`src/hw/rtl/pqsq_pkg.sv`:
```
// Shared types and constants for the priority quantum service queue.
package pqsq_pkg;

  localparam int TICKET_W  = 21;
  localparam int URGENCY_W = 8;
  localparam int OPS_W     = 10;
  localparam int QUANTUM_W = 4;
  localparam int STATUS_W  = 3;

  // Reset value of the service quantum register.
  localparam logic [QUANTUM_W-1:0] QUANTUM_RESET = 4'd3;

  // One held entry of the queue.
  typedef struct packed {
    logic [TICKET_W-1:0]  ticket;
    logic [URGENCY_W-1:0] urgency;
    logic [OPS_W-1:0]     pending;
    logic [OPS_W-1:0]     done;
  } entry_t;

  // Operation broadcast to every cell of the chain.
  typedef enum logic [1:0] {
    CMD_HOLD,
    CMD_INSERT,
    CMD_REQUEUE,
    CMD_RETIRE
  } cell_op_t;

  typedef struct packed {
    cell_op_t             op;
    logic [URGENCY_W-1:0] key;
    entry_t               fresh;
  } cmd_t;

  // Result status codes.
  typedef enum logic [STATUS_W-1:0] {
    ST_ENQUEUED = 3'd0,
    ST_FULL     = 3'd1,
    ST_INVALID  = 3'd2,
    ST_REQUEUED = 3'd3,
    ST_FINISHED = 3'd4,
    ST_EMPTY    = 3'd5
  } status_t;

endpackage

```
`src/hw/rtl/pqsq_cell.sv`:
```
// One slot of the sorted chain: holds an entry and trades it with its neighbors.
module pqsq_cell import pqsq_pkg::*; (
  input  logic   clk,
  input  cmd_t   cmd,
  input  logic   head,
  input  logic   occ,
  input  entry_t left_entry,
  input  logic   left_le,
  input  entry_t right_entry,
  input  logic   right_le,
  output entry_t entry,
  output logic   le
);

  entry_t entry_next;

  // The slot holds an entry that goes ahead of the key.
  assign le = occ && (entry.urgency <= cmd.key);

  // Insert keeps entries ahead of the key and shifts the rest one slot back.
  // Requeue first drops the head, so every slot looks one place to its right.
  always_comb begin
    entry_next = entry;
    case (cmd.op)
      CMD_INSERT: begin
        if (le) begin
          entry_next = entry;
        end else if (head || left_le) begin
          entry_next = cmd.fresh;
        end else begin
          entry_next = left_entry;
        end
      end
      CMD_REQUEUE: begin
        if (right_le) begin
          entry_next = right_entry;
        end else if (head || le) begin
          entry_next = cmd.fresh;
        end else begin
          entry_next = entry;
        end
      end
      CMD_RETIRE: begin
        entry_next = right_entry;
      end
      default: begin
        entry_next = entry;
      end
    endcase
  end

  always_ff @(posedge clk) begin
    entry <= entry_next;
  end

endmodule

```
`src/hw/rtl/priority_quantum_service_queue.sv`:
```
// Top level of the priority quantum service queue.
//
// A bounded queue kept sorted by ascending urgency, first come first served
// among equal urgency, built as a chain of QUEUE_DEPTH slots. Each request
// is an enqueue (mode 0) or a serve of the head entry (mode 1). The block
// takes one request per clock while in_stall is low: when it takes one, every
// slot compares its urgency with the broadcast key and either keeps its entry,
// takes the new or requeued entry, or takes a neighbor's entry. The serve path
// through the head slot's quantum subtract and that compare sets the cycle.
// The result appears in the output register in the cycle after the request
// and is held there while out_stall is high; a new request is taken in the same
// cycle as the previous result leaves. The service quantum register is at
// byte address 0 and may only be written while the block is idle.
module priority_quantum_service_queue import pqsq_pkg::*; #(
  parameter int QUEUE_DEPTH    = 16,
  parameter int TICKET_MODULUS = 1757600,
  localparam int CountW        = $clog2(QUEUE_DEPTH + 1)
) (
  input  logic                 clk,
  input  logic                 rst,
  // Request channel.
  input  logic                 in_valid,
  output logic                 in_stall,
  input  logic                 mode,
  input  logic [URGENCY_W-1:0] urgency,
  input  logic [OPS_W-1:0]     ops_requested,
  // Result channel.
  output logic                 out_valid,
  input  logic                 out_stall,
  output logic [STATUS_W-1:0]  status,
  output logic [TICKET_W-1:0]  ticket,
  output logic [QUANTUM_W-1:0] ops_served_now,
  output logic [OPS_W-1:0]     ops_remaining,
  output logic [OPS_W-1:0]     ops_done_total,
  output logic [CountW-1:0]    occupancy,
  // Configuration port.
  input  logic                 psel,
  input  logic                 penable,
  input  logic                 pwrite,
  input  logic [2:0]           paddr,
  input  logic [31:0]          pwdata,
  output logic [31:0]          prdata,
  output logic                 pready
);

  localparam logic [CountW-1:0]   DepthCount = CountW'(QUEUE_DEPTH);
  localparam logic [TICKET_W-1:0] TicketLast = TICKET_W'(TICKET_MODULUS - 1);

  logic [QUANTUM_W-1:0] quantum;
  logic [CountW-1:0]    count;
  logic [CountW-1:0]    count_next;
  logic [TICKET_W-1:0]  ticket_ctr;
  logic [TICKET_W-1:0]  ticket_ctr_next;

  entry_t                 cell_entry [QUEUE_DEPTH];
  logic [QUEUE_DEPTH-1:0] cell_le;
  logic [QUEUE_DEPTH-1:0] occ;
  cmd_t                   cmd;

  logic                 accept;
  logic [QUANTUM_W-1:0] q_eff;
  logic                 more_work;
  entry_t               head_entry;
  entry_t               served;

  status_t              res_status;
  logic [TICKET_W-1:0]  res_ticket;
  logic [QUANTUM_W-1:0] res_now;
  logic [OPS_W-1:0]     res_rem;
  logic [OPS_W-1:0]     res_done;

  status_t              status_reg;

  // Configuration register access.
  assign pready = 1'b1;
  assign prdata = (paddr[2] == 1'b0) ? {{(32 - QUANTUM_W){1'b0}}, quantum} : 32'd0;

  always_ff @(posedge clk) begin
    if (rst) begin
      quantum <= QUANTUM_RESET;
    end else if (psel && penable && pwrite && pready && (paddr[2] == 1'b0)) begin
      quantum <= pwdata[QUANTUM_W-1:0];
    end
  end

  // A request is taken whenever the output register is free or draining.
  assign in_stall = out_valid && out_stall;
  assign accept   = in_valid && !in_stall;

  // Slot occupancy follows from the entry count.
  for (genvar i = 0; i < QUEUE_DEPTH; i++) begin : g_occ
    assign occ[i] = (count > CountW'(i));
  end

  // Head slot work for a serve.
  assign head_entry = cell_entry[0];
  assign q_eff      = (quantum == '0) ? QUANTUM_W'(1) : quantum;
  assign more_work  = head_entry.pending > OPS_W'(q_eff);

  always_comb begin
    served = head_entry;
    if (more_work) begin
      served.pending = head_entry.pending - OPS_W'(q_eff);
      served.done    = head_entry.done + OPS_W'(q_eff);
    end else begin
      served.pending = '0;
      served.done    = head_entry.done + head_entry.pending;
    end
  end

  // Decode the request into a chain command and a result.
  always_comb begin
    cmd.op          = CMD_HOLD;
    cmd.key         = urgency;
    cmd.fresh       = '{ticket: ticket_ctr, urgency: urgency,
                        pending: ops_requested, done: '0};
    count_next      = count;
    ticket_ctr_next = ticket_ctr;
    res_status      = ST_EMPTY;
    res_ticket      = '0;
    res_now         = '0;
    res_rem         = '0;
    res_done        = '0;
    if (mode == 1'b0) begin
      if ((urgency == '0) || (ops_requested == '0)) begin
        res_status = ST_INVALID;
      end else if (count == DepthCount) begin
        res_status = ST_FULL;
      end else begin
        res_status      = ST_ENQUEUED;
        res_ticket      = ticket_ctr;
        res_rem         = ops_requested;
        cmd.op          = CMD_INSERT;
        count_next      = count + CountW'(1);
        ticket_ctr_next = (ticket_ctr == TicketLast) ? '0 : ticket_ctr + TICKET_W'(1);
      end
    end else if (count != '0) begin
      res_ticket = head_entry.ticket;
      res_rem    = served.pending;
      res_done   = served.done;
      cmd.key    = head_entry.urgency;
      cmd.fresh  = served;
      if (more_work) begin
        res_status = ST_REQUEUED;
        res_now    = q_eff;
        cmd.op     = CMD_REQUEUE;
      end else begin
        res_status = ST_FINISHED;
        res_now    = head_entry.pending[QUANTUM_W-1:0];
        cmd.op     = CMD_RETIRE;
        count_next = count - CountW'(1);
      end
    end
    if (!accept) begin
      cmd.op          = CMD_HOLD;
      count_next      = count;
      ticket_ctr_next = ticket_ctr;
    end
  end

  // Chain of slots.
  for (genvar i = 0; i < QUEUE_DEPTH; i++) begin : g_cell
    entry_t left_entry;
    logic   left_le;
    entry_t right_entry;
    logic   right_le;

    if (i == 0) begin : g_first
      assign left_entry = '0;
      assign left_le    = 1'b0;
    end else begin : g_inner
      assign left_entry = cell_entry[i-1];
      assign left_le    = cell_le[i-1];
    end

    if (i == QUEUE_DEPTH - 1) begin : g_last
      assign right_entry = '0;
      assign right_le    = 1'b0;
    end else begin : g_body
      assign right_entry = cell_entry[i+1];
      assign right_le    = cell_le[i+1];
    end

    pqsq_cell u_cell (
      .clk         (clk),
      .cmd         (cmd),
      .head        (i == 0),
      .occ         (occ[i]),
      .left_entry  (left_entry),
      .left_le     (left_le),
      .right_entry (right_entry),
      .right_le    (right_le),
      .entry       (cell_entry[i]),
      .le          (cell_le[i])
    );
  end

  // Control state.
  always_ff @(posedge clk) begin
    if (rst) begin
      count      <= '0;
      ticket_ctr <= '0;
      out_valid  <= 1'b0;
    end else begin
      count      <= count_next;
      ticket_ctr <= ticket_ctr_next;
      if (accept) begin
        out_valid <= 1'b1;
      end else if (!out_stall) begin
        out_valid <= 1'b0;
      end
    end
  end

  // Result register.
  always_ff @(posedge clk) begin
    if (accept) begin
      status_reg     <= res_status;
      ticket         <= res_ticket;
      ops_served_now <= res_now;
      ops_remaining  <= res_rem;
      ops_done_total <= res_done;
      occupancy      <= count_next;
    end
  end

  assign status = status_reg;

`ifndef SYNTHESIS
  // The entry count never passes the depth.
  a_count_bound: assert property (@(posedge clk) disable iff (rst)
    count <= DepthCount)
    else $error("entry count exceeds queue depth");

  // An insert grows the queue by exactly one entry.
  a_insert_grows: assert property (@(posedge clk) disable iff (rst)
    (cmd.op == CMD_INSERT) |=> (count == $past(count) + CountW'(1)))
    else $error("insert did not grow the queue by one");

  // The reported occupancy matches the count it was taken from.
  a_occupancy: assert property (@(posedge clk) disable iff (rst)
    accept |=> (occupancy == count))
    else $error("reported occupancy differs from entry count");

  // A finished serve leaves no pending work.
  a_finished_empty: assert property (@(posedge clk) disable iff (rst)
    (out_valid && (status_reg == ST_FINISHED)) |-> (ops_remaining == '0))
    else $error("finished serve reports remaining work");

  // Held entries stay sorted by urgency.
  for (genvar i = 0; i < QUEUE_DEPTH - 1; i++) begin : g_sorted
    a_sorted: assert property (@(posedge clk) disable iff (rst)
      occ[i+1] |-> (cell_entry[i].urgency <= cell_entry[i+1].urgency))
      else $error("queue order broken");
  end
`endif

endmodule
```
`config.mk`:
```
export PLATFORM = sky130hd
export DESIGN_NAME = priority_quantum_service_queue
export DESIGN_NICKNAME = d
export VERILOG_FILES = /design/src/hw/rtl/pqsq_pkg.sv /design/src/hw/rtl/pqsq_cell.sv /design/src/hw/rtl/priority_quantum_service_queue.sv
export SDC_FILE = /design/constraint.sdc
export NUM_CORES = 2
export LEC_CHECK = 0
export BUFFER_PORTS_ARGS = -buffer_cell sky130_fd_sc_hd__buf_2
export CAP_MARGIN = 20
export CORE_UTILIZATION = 60
export DETAILED_ROUTE_END_ITERATION = 10
export PLACE_DENSITY = 0.77
export RECOVER_POWER = 100
export SLEW_MARGIN = 10
export SYNTH_ARGS = -nofsm -noshare
export SYNTH_HDL_FRONTEND = slang
export SYNTH_SLANG_ARGS = --single-unit
```
`constraint.sdc`:
```
create_clock -name clk -period 45.9 [get_ports clk]
set_input_delay 0 -clock clk [delete_from_list [all_inputs] [get_ports clk]]
set_output_delay 0 -clock clk [all_outputs]
set_load 0.1 [all_outputs]
```
==> run metrics <==
worst clock skew 0.0257 ns; VDD IR max 0.0000326 V; Async SR Flop Fraction 0%; switching share of power 38.5%; GRT overflow 0; Setup Crit Path Kind reg -> reg; Syn Inst Count ~6500; pin count of the biggest net entering global routing 174; worst slew pin tran 8.88 ns; mapped cell area between 0.05 and 0.06 mm^2; Startpoint Class flop; die area 0.0978 mm^2; # IOs 149; Clk pwr share 24.0%; H-tree depth 3; 1st-iter DRT viols 8007; initial core utilization 60.8%; R2R Setup Slk approximately 25 ns; CTS tree done; CTS sink cnt 868; DIE HEIGHT 313 um; # port buffers 89; Worst R2R Start count[0]; total CTS buffers 97; Final min period 21.15 ns; failing checks capacitance limit, slew limit; count of final hold-check violations 0; RSZ-0062 raised after global routing false; Routed WL per cell 22.5 um; Post-Syn Area per Cell between 8 and 9 um^2; Final period util between 40% and 50%; Total GRT Usage 33.3%; warnings from Yosys 0; layout cells sized above 1 under 10%; Pwr Density 50.0 mW/mm^2; top_reg_cell synth edfxtp_1; Seq pwr share 39.3%; sequential element share of the synthesized area 44.5%; Synth Register Bits 868; Setup-failing EPs final 0; first-pass GRT wire length approximately 260 mm; DP HPWL 114 mm; Top Registers g_cell.u_cell.entry (784), ticket (21), ticket_ctr (21); Biggest register g_cell.u_cell.entry; status finished, violations left; worst hold stages 5; CP arrival 21.61 ns; Psw between 0.001 and 0.0015 W; Clock Tree Buf Depth 3; Max Slew Vio Count 2779; max reg flops around 780; number of synthesized flops with an enable pin 837; Hold Path End status[0]; number of global-route vias before repair 46169; Clock Latency Late Sink 0.68 ns; die width 313 um; Data required, critical path ~46 ns; Design Area, Final 0.0613 mm^2; Crit Path Max Fanout 173; Area Growth Syn to Fin 5.91%; initial antenna violation count 2; clock root cell clkbuf_16; Post-CTS Resized 0; hold path startpoint urgency[2]; setup TNS 0 ns; Reg2Reg Depth 13; Area after DPL just under 0.06 mm^2; vias after detailed routing approximately 50000; Yosys cell types 99; worst hold path class in -> reg; core area 0.0953 mm^2; Worst-path clk slew 0.06 ns; drt drc 0; row count 113; FMAX roughly 47 MHz; Final Wtd Congestion 0.920; CP endpoint kind flop; r2r endpoint g_cell[9].u_cell.entry[26]; Pre-antenna DRT Iters 9; max-cap violations 46; drt total wl 169 mm; Vias/cell 6.83; Setup Fix Bufs, Post-CTS 0; Pleak ~21 nW; Gate power share about 37%; Int Power about 0.0019 W; nets around 6400; worst rel slew slack -492%; DRT antenna net count 0
cell families (layout without fill, tap and decap cells):
| kind of cell | count (synthesis) | count (layout) | synth area share, % |
|---|---|---|---|
| AOI/OAI and AO/OA | 2781 | 2781 | 31.0 |
| DFF | 868 | 868 | 44.5 |
| muxes | 121 | 121 | 2.49 |
| other | 2 | 35 | 0.0130 |
| adders and majority gates | 149 | 149 | 3.24 |
| xor gates and xnor gates | 27 | 27 | 0.408 |
| buffers and inverters | 694 | 481 | 5.30 |
| and+or+nand+nor | 1815 | 1815 | 13.1 |
worst max-delay path, cell delays in order (launching register included):
cell,delay [ns]
dfxtp_1,0.53
inv_1,0.25
ha_1,0.27
or4b_1,0.56
and2_0,1.12
clkbuf_1,0.99
nand2_1,3.18
clkbuf_1,1.24
clkbuf_1,5.68
clkbuf_1,2.83
clkbuf_1,3.36
o211ai_1,0.32
a21o_1,0.34
o211ai_1,0.09
placed cells by master, fill, tap and decap left out, types with 127 or more instances in the layout:
| cell | n |
|---|---|
| edfxtp_1 | 837 |
| nand2_1 | 834 |
| nor2_1 | 639 |
| a21oi_1 | 837 |
| a22oi_1 | 145 |
| o211ai_1 | 157 |
| a211oi_1 | 447 |
| clkbuf_1 | 133 |
| ha_1 | 147 |
| o21ai_0 | 543 |
| o22ai_1 | 127 |
area by class of cell:
| class | instances | area, um^2 |
|---|---|---|
| multi-input cells | 4927 | 29400 |
| well taps | 1265 | 1580 |
| clock buffers | 119 | 2530 |
| fillers | 7905 | 34000 |
| flip-flops and latches | 868 | 25800 |
| clock inverters | 53 | 362 |
| repair buffers | 246 | 1460 |
| inverters | 63 | 236 |
| diodes | 1 | 2.50 |
metal layers:
layer  global-route usage, %  vias up  wire, um
met5                       0        -         0
met4                    10.5        0      4860
met3                    6.52      301     19900
met2                    49.4     3009     72400
met1                    49.2    23904     72300
li1                        -    24277         -
how the worst max path moves through the flow:
| stage | from | end | depth (start not counted) |
|---|---|---|---|
| after floorplan | count[0] | g_cell[1].u_cell.entry[0] | 8 |
| after global placement | count[0] | g_cell[10].u_cell.entry[29] | 21 |
| after detailed placement | count[0] | g_cell[6].u_cell.entry[39] | 17 |
| after CTS | count[0] | g_cell[6].u_cell.entry[39] | 17 |
| after global routing | count[0] | g_cell[9].u_cell.entry[26] | 13 |
| final | count[0] | g_cell[9].u_cell.entry[26] | 13 |
repair_timing:
| action | 4_1_cts | 5_1_grt |
|---|---|---|
| endpoints found under the hold margin | 28 | 0 |
| endpoints found under the setup margin | 0 | 0 |
| hold buffers | 28 | 0 |
power by group through the flow:
stage | combinational (W) | sequential (W) | clock, W
2_1_floorplan | 0.000812 | 0.00128 | 0
3_3_place_gp | 0.00106 | 0.00120 | 0
3_5_place_dp | 0.00109 | 0.00120 | 0
4_1_cts | 0.00110 | 0.00119 | 0.000742
5_1_grt | 0.00123 | 0.00122 | 0.000772
6_report | 0.00113 | 0.00121 | 0.000737
stage by stage:
step / power [W] / utilization (%) / setup slack [ns] / std cells / hold WS, ns
2_1_floorplan: 0.00209 / - / 8.53 / 6489 / 0.0716
6_report: 0.00307 / 64.4 / 24.75 / 7542 / 0.0468
3_3_place_gp: 0.00226 / 61.4 / 38.87 / 7337 / 0.229
3_5_place_dp: 0.00229 / 61.4 / 38.74 / 7337 / 0.239
5_1_grt: 0.00323 / 64.4 / 23.78 / 7541 / 0.0818
4_1_cts: 0.00303 / 64.8 / 38.72 / 7537 / 0.00899
synth_stat cells (32+ instances only):
cell | n | share of area [%]
a211oi_1 | 447 | 5.8
a21boi_0 | 39 | 0.51
a21o_1 | 45 | 0.58
a21oi_1 | 839 | 7.2
a221o_1 | 44 | 0.76
a221oi_1 | 64 | 0.97
a222oi_1 | 84 | 1.5
a22o_1 | 47 | 0.71
a22oi_1 | 146 | 1.9
buf_1 | 46 | 0.30
buf_2 | 177 | 1.5
buf_4 | 44 | 0.57
clkbuf_1 | 355 | 2.3
edfxtp_1 | 837 | 43
ha_1 | 147 | 3.2
inv_1 | 50 | 0.32
mux2i_1 | 97 | 1.7
nand2_1 | 834 | 5.4
nand3_1 | 55 | 0.48
nand4_1 | 32 | 0.35
nor2_1 | 651 | 4.2
nor3_1 | 78 | 0.67
o211ai_1 | 157 | 2.0
o21ai_0 | 533 | 4.6
o22ai_1 | 128 | 1.4
Note: power is estimated with default switching activity, not from simulation.
